[src/rsc_pkg.sv]
package rsc_pkg;

  // Accumulator width default and register field widths
  localparam int ACC_BITS_DEF = 64;
  localparam int RADIX_W      = 6;
  localparam int CFG_IDX_W    = 2;

  // Register reset values
  localparam logic [RADIX_W-1:0] SRC_RADIX_RST = 6'd10;
  localparam logic [RADIX_W-1:0] TGT_RADIX_RST = 6'd16;

  // Register indexes
  localparam logic [CFG_IDX_W-1:0] CFG_SOURCE_RADIX = 2'd0;
  localparam logic [CFG_IDX_W-1:0] CFG_TARGET_RADIX = 2'd1;

  // Marks a character with no digit meaning
  localparam logic [7:0] CHAR_NONE = 8'd255;

  // Input beat and result beat
  typedef struct packed {
    logic [7:0] char_code;
    logic       last_char;
  } in_item_t;

  typedef struct packed {
    logic [6:0] digit_char;
    logic       last_digit;
  } out_item_t;

  // Divider status towards the sequencer
  typedef struct packed {
    logic done;
    logic quo_zero;
  } div_stat_t;

  typedef enum logic [2:0] {
    ST_IDLE,
    ST_DIV_GO,
    ST_DIV_WAIT,
    ST_READ,
    ST_EMIT
  } rsc_state_t;

  // Digit value of an ASCII character, CHAR_NONE if it has none
  function automatic logic [7:0] char_value(input logic [7:0] c);
    logic [7:0] v;
    v = CHAR_NONE;
    if (c inside {[8'h30:8'h39]}) begin
      v = c - 8'h30;
    end else if (c inside {[8'h41:8'h5A]}) begin
      v = c - 8'h41 + 8'd10;
    end else if (c inside {[8'h61:8'h7A]}) begin
      v = c - 8'h61 + 8'd10;
    end
    return v;
  endfunction

  function automatic logic radix_ok(input logic [RADIX_W-1:0] r);
    return (r >= 6'd2) && (r <= 6'd36);
  endfunction

  // ASCII glyph of a digit, 0-9 then A-Z; codes past Z wrap round
  function automatic logic [6:0] digit_glyph(input logic [RADIX_W-1:0] d);
    logic [RADIX_W-1:0] e;
    logic [6:0]         g;
    e = (d >= 6'd36) ? d - 6'd36 : d;
    if (e < 6'd10) begin
      g = 7'h30 + {1'b0, e};
    end else begin
      g = 7'h41 + {1'b0, e} - 7'd10;
    end
    return g;
  endfunction

endpackage

[src/rsc_divider.sv]
module rsc_divider
  import rsc_pkg::*;
#(
  parameter int ACC_BITS = ACC_BITS_DEF
) (
  input  logic                clk,
  input  logic                rst,
  input  logic                go,
  input  logic [ACC_BITS-1:0] dividend,
  input  logic [RADIX_W-1:0]  divisor,
  output logic [ACC_BITS-1:0] quotient,
  output logic [RADIX_W-1:0]  remainder,
  output div_stat_t           stat
);

  localparam int CNT_W = (ACC_BITS > 1) ? $clog2(ACC_BITS) : 1;
  localparam logic [CNT_W-1:0] CNT_TOP = CNT_W'(ACC_BITS - 1);

  logic                active;
  logic                done;
  logic [CNT_W-1:0]    cnt;
  logic [ACC_BITS-1:0] quo;
  logic [RADIX_W-1:0]  rem;
  logic [RADIX_W:0]    rem_sh;
  logic [RADIX_W:0]    diff;
  logic                fits;

  // One quotient bit per cycle, restoring
  assign rem_sh = {rem, quo[ACC_BITS-1]};
  assign diff   = rem_sh - {1'b0, divisor};
  assign fits   = rem_sh >= {1'b0, divisor};

  always_ff @(posedge clk) begin
    if (rst) begin
      active <= 1'b0;
      done   <= 1'b0;
      cnt    <= '0;
    end else begin
      done <= 1'b0;
      if (go) begin
        active <= 1'b1;
        cnt    <= CNT_TOP;
      end else if (active) begin
        cnt <= cnt - 1'b1;
        if (cnt == '0) begin
          active <= 1'b0;
          done   <= 1'b1;
        end
      end
    end
  end

  // Shift register holds dividend bits, then quotient bits
  always_ff @(posedge clk) begin
    if (go) begin
      quo <= dividend;
      rem <= '0;
    end else if (active) begin
      quo <= {quo[ACC_BITS-2:0], fits};
      rem <= fits ? diff[RADIX_W-1:0] : rem_sh[RADIX_W-1:0];
    end
  end

  assign quotient      = quo;
  assign remainder     = rem;
  assign stat.done     = done;
  assign stat.quo_zero = (quo == '0);

endmodule

[src/rsc_digit_buf.sv]
module rsc_digit_buf
  import rsc_pkg::*;
#(
  parameter int DEPTH = ACC_BITS_DEF,
  parameter int AW    = $clog2(ACC_BITS_DEF)
) (
  input  logic               clk,
  input  logic               wr_en,
  input  logic [AW-1:0]      wr_addr,
  input  logic [RADIX_W-1:0] wr_data,
  input  logic               rd_en,
  input  logic [AW-1:0]      rd_addr,
  output logic [RADIX_W-1:0] rd_data
);

  logic [RADIX_W-1:0] mem [DEPTH];

  // Digits land least significant first
  always_ff @(posedge clk) begin
    if (wr_en) begin
      mem[wr_addr] <= wr_data;
    end
  end

  // Registered read
  always_ff @(posedge clk) begin
    if (rd_en) begin
      rd_data <= mem[rd_addr];
    end
  end

endmodule

[src/radix_string_converter_top.sv]
// Channel  | Ports                               | Handshake
// ---------+-------------------------------------+----------------------------------
// input    | start, busy, item                   | beat taken when start & !busy
// config   | cfg_valid, cfg_ready, cfg_index,    | beat taken when valid & ready
//          | cfg_data                            |
// result   | result_valid, result                | one-cycle strobe, no back-pressure
//
// A character that does not end a string is absorbed and busy stays low.
// A final character starts conversion when the target radix is valid: the bit-serial divider
// yields each output digit, then the digits are read back from the buffer and emitted.
// Reset is synchronous on rst; it clears the sequencer and accumulator and resets the radices.
// Results come out as strobes; the receiver cannot stall them.
module radix_string_converter_top
  import rsc_pkg::*;
#(
  parameter int ACC_BITS = ACC_BITS_DEF
) (
  input  logic                 clk,
  input  logic                 rst,
  input  logic                 start,
  output logic                 busy,
  input  in_item_t             item,
  output logic                 result_valid,
  output out_item_t            result,
  input  logic                 cfg_valid,
  output logic                 cfg_ready,
  input  logic [CFG_IDX_W-1:0] cfg_index,
  input  logic [RADIX_W-1:0]   cfg_data
);

  localparam int AW = (ACC_BITS > 1) ? $clog2(ACC_BITS) : 1;
  localparam int CW = $clog2(ACC_BITS + 1);

  rsc_state_t          state, state_next;
  logic [ACC_BITS-1:0] acc;
  logic                invalid;
  logic [ACC_BITS-1:0] work;
  logic [CW-1:0]       count;
  logic [RADIX_W-1:0]  src_radix;
  logic [RADIX_W-1:0]  tgt_radix;

  logic                accept;
  logic [7:0]          ch_val;
  logic                ch_ok;
  logic [ACC_BITS-1:0] acc_new;

  logic                div_go;
  logic [ACC_BITS-1:0] div_quo;
  logic [RADIX_W-1:0]  div_rem;
  div_stat_t           div_stat;

  logic                buf_wr;
  logic                buf_rd;
  logic [RADIX_W-1:0]  buf_data;
  logic [CW-1:0]       count_dec;

  assign accept    = start && (state == ST_IDLE);
  assign busy      = (state != ST_IDLE);
  assign cfg_ready = 1'b1;
  assign count_dec = count - 1'b1;

  // Horner step: acc * radix + digit, wrapping; acc is kept if the character is not a valid digit
  assign ch_val  = char_value(item.char_code);
  assign ch_ok   = radix_ok(src_radix) && (ch_val < {2'b00, src_radix});
  assign acc_new = ch_ok ? ACC_BITS'(acc * src_radix) + ACC_BITS'(ch_val) : acc;

  // Sequencer
  always_comb begin
    state_next   = state;
    div_go       = 1'b0;
    buf_wr       = 1'b0;
    buf_rd       = 1'b0;
    result_valid = 1'b0;
    case (state)
      ST_IDLE: begin
        if (accept && item.last_char && radix_ok(tgt_radix)) begin
          state_next = ST_DIV_GO;
        end
      end
      ST_DIV_GO: begin
        div_go     = 1'b1;
        state_next = ST_DIV_WAIT;
      end
      ST_DIV_WAIT: begin
        if (div_stat.done) begin
          buf_wr     = 1'b1;
          state_next = div_stat.quo_zero ? ST_READ : ST_DIV_GO;
        end
      end
      ST_READ: begin
        buf_rd     = 1'b1;
        state_next = ST_EMIT;
      end
      ST_EMIT: begin
        result_valid = 1'b1;
        state_next   = (count == '0) ? ST_IDLE : ST_READ;
      end
      default: state_next = ST_IDLE;
    endcase
  end

  always_ff @(posedge clk) begin
    if (rst) begin
      state <= ST_IDLE;
    end else begin
      state <= state_next;
    end
  end

  // Accumulator, digit count and register writes
  always_ff @(posedge clk) begin
    if (rst) begin
      acc       <= '0;
      invalid   <= 1'b0;
      count     <= '0;
      src_radix <= SRC_RADIX_RST;
      tgt_radix <= TGT_RADIX_RST;
    end else begin
      if (cfg_valid && cfg_ready) begin
        case (cfg_index)
          CFG_SOURCE_RADIX: src_radix <= cfg_data;
          CFG_TARGET_RADIX: tgt_radix <= cfg_data;
          default: ;
        endcase
      end
      if (accept) begin
        if (item.last_char) begin
          acc     <= '0;
          invalid <= 1'b0;
          count   <= '0;
        end else begin
          acc     <= acc_new;
          invalid <= invalid | !ch_ok;
        end
      end
      if (buf_wr) begin
        count <= count + 1'b1;
      end else if (buf_rd) begin
        count <= count_dec;
      end
    end
  end

  // Value being converted
  always_ff @(posedge clk) begin
    if (accept && item.last_char) begin
      work <= (invalid || !ch_ok) ? '0 : acc_new;
    end else if (buf_wr) begin
      work <= div_quo;
    end
  end

  rsc_divider #(
    .ACC_BITS (ACC_BITS)
  ) u_div (
    .clk       (clk),
    .rst       (rst),
    .go        (div_go),
    .dividend  (work),
    .divisor   (tgt_radix),
    .quotient  (div_quo),
    .remainder (div_rem),
    .stat      (div_stat)
  );

  rsc_digit_buf #(
    .DEPTH (ACC_BITS),
    .AW    (AW)
  ) u_buf (
    .clk     (clk),
    .wr_en   (buf_wr),
    .wr_addr (count[AW-1:0]),
    .wr_data (div_rem),
    .rd_en   (buf_rd),
    .rd_addr (count_dec[AW-1:0]),
    .rd_data (buf_data)
  );

  // Most significant digit first; the last one marked
  assign result.digit_char = digit_glyph(buf_data);
  assign result.last_digit = (count == '0);

endmodule
[config.mk]
export PLATFORM = sky130hd
export DESIGN_NAME = radix_string_converter_top
export DESIGN_NICKNAME = d
export VERILOG_FILES = /design/src/rsc_pkg.sv /design/src/rsc_divider.sv /design/src/rsc_digit_buf.sv /design/src/radix_string_converter_top.sv
export SDC_FILE = /design/constraint.sdc
export NUM_CORES = 2
export LEC_CHECK = 0
export BUFFER_PORTS_ARGS = -buffer_cell sky130_fd_sc_hd__buf_2
export CAP_MARGIN = 20
export CORE_MARGIN = 4
export CORE_UTILIZATION = 23
export DETAILED_ROUTE_END_ITERATION = 12
export GPL_TIMING_DRIVEN = 0
export HOLD_SLACK_MARGIN = 0.08
export PLACE_DENSITY_LB_ADDON = 0.2
export SLEW_MARGIN = 30
export SYNTH_ARGS = -nofsm -noshare
export SYNTH_HDL_FRONTEND = slang
export SYNTH_SLANG_ARGS = --single-unit
[constraint.sdc]
create_clock -name clk -period 6.25 [get_ports clk]
set_input_delay 1.25 -clock clk [delete_from_list [all_inputs] [get_ports clk]]
set_output_delay 1.25 -clock clk [all_outputs]
set_load 0.02 [all_outputs]
==> flow_results.xml <==
<?xml version="1.0" encoding="UTF-8"?>
<metrics>
  <group name="min_path">
    <metric name="min_path_type" unit="">flop to flop</metric>
    <metric name="hold_path_depth" unit="">1</metric>
    <metric name="min_to" unit="">count[6]</metric>
    <metric name="hp-start" unit="">count[6]</metric>
  </group>
  <group name="cts">
    <metric name="clkTransAtPathRegs" unit="ns">0.06</metric>
    <metric name="worst_skew_pair.late_latency" unit="ns">0.62</metric>
    <metric name="tritoncts_clock_tree" unit="">built</metric>
    <metric name="h-tree-depth" unit="">3</metric>
    <metric name="cts.root.buffer_cell" unit="">sky130_fd_sc_hd__clkbuf_16</metric>
    <metric name="tritoncts.num_buffers" unit="">72</metric>
    <metric name="cts_sinks" unit="">619</metric>
    <metric name="hold_fix_buffers_cts" unit="">0</metric>
    <metric name="clock_tree.buffer_depth" unit="">3</metric>
  </group>
  <group name="flow_run">
    <metric name="max_cap_violations" unit="">0</metric>
  </group>
  <group name="route">
    <metric name="routed_wl" unit="mm">113.4</metric>
    <metric name="via_per_inst" unit="">4.518</metric>
    <metric name="vias" unit="">24693</metric>
    <metric name="wire_per_inst" unit="um">20.75</metric>
    <metric name="drt_first_pass_iters" unit="">5</metric>
    <metric name="drt_iter0_drc" unit="">1768</metric>
    <metric name="drc_errors" unit="">0</metric>
    <metric name="drtAntennaViolNets" unit="">0</metric>
  </group>
  <group name="pwr">
    <metric name="static-leakage-power" unit="nW">16.83</metric>
    <metric name="p_per_area" unit="mW/mm^2">286.2</metric>
    <metric name="total_power" unit="mW">12.50</metric>
    <metric name="vdd_ir_max" unit="mV">0.2028</metric>
  </group>
  <group name="critical_path">
    <metric name="path_max_fanout" unit="">10</metric>
    <metric name="ff2ff_setup_slack" unit="ns">0.19</metric>
    <metric name="worst_setup_path_startpoint" unit="">src_radix[2]</metric>
    <metric name="r2r-start" unit="">src_radix[2]</metric>
    <metric name="worstSetupStartpointType" unit="">flop</metric>
    <metric name="r2r_cells" unit="">19</metric>
    <metric name="worstPathArrival" unit="ns">6.44</metric>
    <metric name="required" unit="ns">6.63</metric>
    <metric name="capturing_point_of_the_worst_reg2reg_path" unit="">work[61]</metric>
    <metric name="endpoint_kind" unit="">flop</metric>
    <metric name="worstSetupPathType" unit="">flop to flop</metric>
  </group>
  <group name="global_routing">
    <metric name="maximum_number_of_pins_on_one_net_before_global_route_repair" unit="">55</metric>
    <metric name="grt.total_usage" unit="%">13.36</metric>
    <metric name="number_of_antenna_violations_at_the_first_check_in_global_routing" unit="">8</metric>
    <metric name="grt_overflow_total" unit="">0</metric>
    <metric name="grt_pass1_vias" unit="">26167</metric>
    <metric name="first_pass_grt_wire_length" unit="mm">172.7</metric>
  </group>
  <group name="timing">
    <metric name="fin_crit_sh" unit="%">96.93</metric>
    <metric name="setup_viol" unit="">0</metric>
    <metric name="skew" unit="ns">0.02878</metric>
    <metric name="fin_crit" unit="ns">6.058</metric>
    <metric name="slew_violations" unit="">0</metric>
    <metric name="worst_slew_pin_slew" unit="ns">0.9665</metric>
    <metric name="timing.final.hold_violations" unit="">0</metric>
    <metric name="max_slew_margin" unit="%">35.35</metric>
    <metric name="fmaxAchievable" unit="MHz">165.1</metric>
    <metric name="timing.final.ws_setup" unit="ns">0.1920</metric>
    <metric name="worst_hold_slack" unit="ns">0.4831</metric>
  </group>
  <group name="placed_design">
    <metric name="port_buffers" unit="">28</metric>
    <metric name="final_estimated_routing_congestion_in_global_placement" unit="">0.8091</metric>
    <metric name="pre_cts_slack" unit="ns">-2.082</metric>
    <metric name="place_area" unit="mm^2">0.04102</metric>
    <metric name="hpwlAfterDp" unit="mm">84.17</metric>
  </group>
  <group name="layout">
    <metric name="syn2layout_area_growth" unit="%">15.53</metric>
    <metric name="drive_gt1_share" unit="%">12.62</metric>
    <metric name="final_util" unit="%">26.80</metric>
    <metric name="layout_common_cells" unit="">518 x sky130_fd_sc_hd__edfxtp_1, 412 x sky130_fd_sc_hd__nand2_1, 304 x sky130_fd_sc_hd__and2_1</metric>
    <metric name="mostFrequentLayoutCell" unit="">sky130_fd_sc_hd__edfxtp_1</metric>
    <metric name="final_net_count" unit="">3647</metric>
    <metric name="filler_cell_count" unit="">17061</metric>
    <metric name="final_design_area_no_fill" unit="mm^2">0.04367</metric>
  </group>
  <group name="synthesis">
    <metric name="post_synth_instance_area" unit="mm^2">0.03780</metric>
    <metric name="syn-num-nets" unit="">3531</metric>
    <metric name="synth_seq_area_share" unit="%">46.50</metric>
    <metric name="yosys_warnings" unit="">0</metric>
    <metric name="synth.avg_cell_area" unit="um^2">12.14</metric>
    <metric name="ys_seq_elements" unit="">619</metric>
    <metric name="post_synth_num_cell_types" unit="">83</metric>
    <metric name="synthesis.instances" unit="">3113</metric>
    <metric name="synth-async-reset-ratio" unit="%">0</metric>
    <metric name="synth-edff-count" unit="">518</metric>
    <metric name="synth_ff_type" unit="">sky130_fd_sc_hd__edfxtp_1</metric>
  </group>
  <group name="floorplanning">
    <metric name="top_level_ports" unit="">32</metric>
    <metric name="core" unit="mm^2">0.1630</metric>
    <metric name="starting_density_of_the_core" unit="%">23.19</metric>
    <metric name="dieArea" unit="mm^2">0.1709</metric>
    <metric name="floorplan.die.height" unit="um">413.4</metric>
    <metric name="row_count" unit="">148</metric>
    <metric name="floorplan.die.width" unit="um">413.4</metric>
  </group>
  <group name="outcome">
    <metric name="outcome" unit="">complete, no violations</metric>
  </group>
</metrics>
==> stage by stage <==
stage,setup TNS [ns],instances
3_5_place_dp,-79.42,5329
2_1_floorplan,0,3113
4_1_cts,-0.008783,5462
5_1_grt,-0.04780,5456
6_report,0,5465
3_3_place_gp,-187.99,5316
==> cells by family (layout without fill, tap and decap cells) <==
logic type / Yosys count / count (layout) / share of synthesized area, %
multiplexers: 138 / 138 / 7.829
flip-flops: 619 / 619 / 46.50
other: 1 / 10 / 0.009921
adder cells (fa/ha/maj): 397 / 397 / 17.97
AND/OR/NAND/NOR: 1143 / 1143 / 14.75
buffers and inverters: 296 / 464 / 3.224
XOR/XNOR: 87 / 87 / 2.016
AO/OA/AOI/OAI: 432 / 432 / 7.703
==> state kept, by name, indices dropped and copies added, names as in the netlist, 3 cells and up <==
| register | flops |
|---|---|
| u_div.quotient | 64 |
| acc | 64 |
| u_buf.mem | 384 |
| u_buf.rd_data | 6 |
| tgt_radix | 6 |
| state | 3 |
| src_radix | 6 |
| work | 64 |
| count | 7 |
| u_div.cnt | 6 |
| u_div.remainder | 6 |
==> cell type report <==
class                      count  area [um^2]  area share (%)
multi-input combinational   2198        19240           44.06
timing repair buffer          53        523.0           1.198
inverter                     135        506.7           1.160
tap                         2175         2721           6.232
buffer                       150        810.8           1.857
antenna                        9        22.52         0.05157
clock buffer                  81         1878           4.301
clock inverter                45        359.1          0.8223
sequential                   619        17610           40.32
==> synth_stat cells, types with 6 or more instances <==
| master | instances | area [um^2] |
|---|---|---|
| sky130_fd_sc_hd__edfxtp_1 | 518 | 15550 |
| sky130_fd_sc_hd__o211ai_1 | 6 | 45.04 |
| sky130_fd_sc_hd__nand2b_1 | 14 | 87.58 |
| sky130_fd_sc_hd__buf_6 | 11 | 123.9 |
| sky130_fd_sc_hd__and2_1 | 305 | 1908 |
| sky130_fd_sc_hd__nand4_1 | 26 | 162.7 |
| sky130_fd_sc_hd__o21bai_1 | 11 | 82.58 |
| sky130_fd_sc_hd__nor3b_1 | 6 | 45.04 |
| sky130_fd_sc_hd__inv_1 | 135 | 506.7 |
| sky130_fd_sc_hd__a31oi_1 | 14 | 87.58 |
| sky130_fd_sc_hd__a21o_1 | 37 | 277.8 |
| sky130_fd_sc_hd__nand2_1 | 413 | 1550 |
| sky130_fd_sc_hd__buf_1 | 12 | 45.04 |
| sky130_fd_sc_hd__nor2_1 | 212 | 795.8 |
| sky130_fd_sc_hd__mux2i_1 | 11 | 110.1 |
| sky130_fd_sc_hd__fa_1 | 243 | 4865 |
| sky130_fd_sc_hd__a211oi_1 | 17 | 127.6 |
| sky130_fd_sc_hd__mux4_2 | 126 | 2838 |
| sky130_fd_sc_hd__nor2b_1 | 19 | 118.9 |
| sky130_fd_sc_hd__ha_1 | 154 | 1927 |
| sky130_fd_sc_hd__xnor2_1 | 57 | 499.2 |
| sky130_fd_sc_hd__a22oi_1 | 44 | 330.3 |
| sky130_fd_sc_hd__clkbuf_1 | 128 | 480.5 |
| sky130_fd_sc_hd__or3_1 | 7 | 43.79 |
| sky130_fd_sc_hd__a21oi_1 | 119 | 595.6 |
| sky130_fd_sc_hd__nor4_1 | 20 | 125.1 |
| sky130_fd_sc_hd__nand3_1 | 56 | 280.3 |
| sky130_fd_sc_hd__a22o_1 | 44 | 385.4 |
| sky130_fd_sc_hd__nor3_1 | 28 | 140.1 |
| sky130_fd_sc_hd__xor2_1 | 30 | 262.8 |
| sky130_fd_sc_hd__nand3b_1 | 6 | 45.04 |
| sky130_fd_sc_hd__dfxtp_1 | 101 | 2022 |
| sky130_fd_sc_hd__o21a_1 | 8 | 60.06 |
| sky130_fd_sc_hd__o21ai_0 | 66 | 330.3 |
==> power by group <==
part           switching (mW)  leakage [nW]  internal (mW)
sequential              0.386          5.59           5.40
clock                    1.73          1.09           2.36
combinational            1.68          10.2          0.940
total                    3.80          16.8           8.70
==> worst max-delay path, stage by stage, from the launching register on <==
cell and delay (ns):
sky130_fd_sc_hd__dfxtp_2 0.39, sky130_fd_sc_hd__clkbuf_8 0.24, sky130_fd_sc_hd__clkbuf_2 0.27, sky130_fd_sc_hd__and2_1 0.18, sky130_fd_sc_hd__fa_1 0.44, sky130_fd_sc_hd__fa_1 0.57, sky130_fd_sc_hd__fa_1 0.43, sky130_fd_sc_hd__ha_1 0.29
sky130_fd_sc_hd__ha_1 0.43, sky130_fd_sc_hd__nand2_1 0.17, sky130_fd_sc_hd__or3_1 0.41, sky130_fd_sc_hd__nor3_1 0.24, sky130_fd_sc_hd__o211ai_1 0.24, sky130_fd_sc_hd__a21oi_2 0.26, sky130_fd_sc_hd__nor2_4 0.08, sky130_fd_sc_hd__o41ai_4 0.27
sky130_fd_sc_hd__buf_4 0.19, sky130_fd_sc_hd__a41o_4 0.29, sky130_fd_sc_hd__o21ai_0 0.12, sky130_fd_sc_hd__a211o_1 0.27
==> worst max path at each step <==
stage               cells after the start  slack [ns]  endpoint
floorplan                              22        0.49  work[59]
global placement                       20       -2.92  work[63]
detailed placement                     20       -2.08  work[63]
CTS                                    21      -0.009  work[62]
global route                           21       -0.05  work[59]
finish                                 19        0.19  work[61]
==> timing repair <==
| item | 4_1_cts | 5_1_grt |
|---|---|---|
| pin swaps | 6 | 5 |
| gates cloned | 0 | 0 |
| gates resized for setup | 59 | 52 |
| buffers inserted | 10 | 2 |
| setup endpoints to repair | 94 | 50 |
==> per-layer routing <==
metal | vias to the layer above | global-route usage (%) | wire length (um) | share of wire [%]
met1 | 12750 | 18.50 | 52360 | 46
met3 | 118 | 1.822 | 4308 | 3.8
met2 | 450 | 22.19 | 54620 | 48
li1 | 11375 | - | - | -
met4 | 0 | 3.000 | 2110 | 1.9
met5 | - | 0 | 0 | 0
Note: power is estimated with default switching activity, not from simulation.
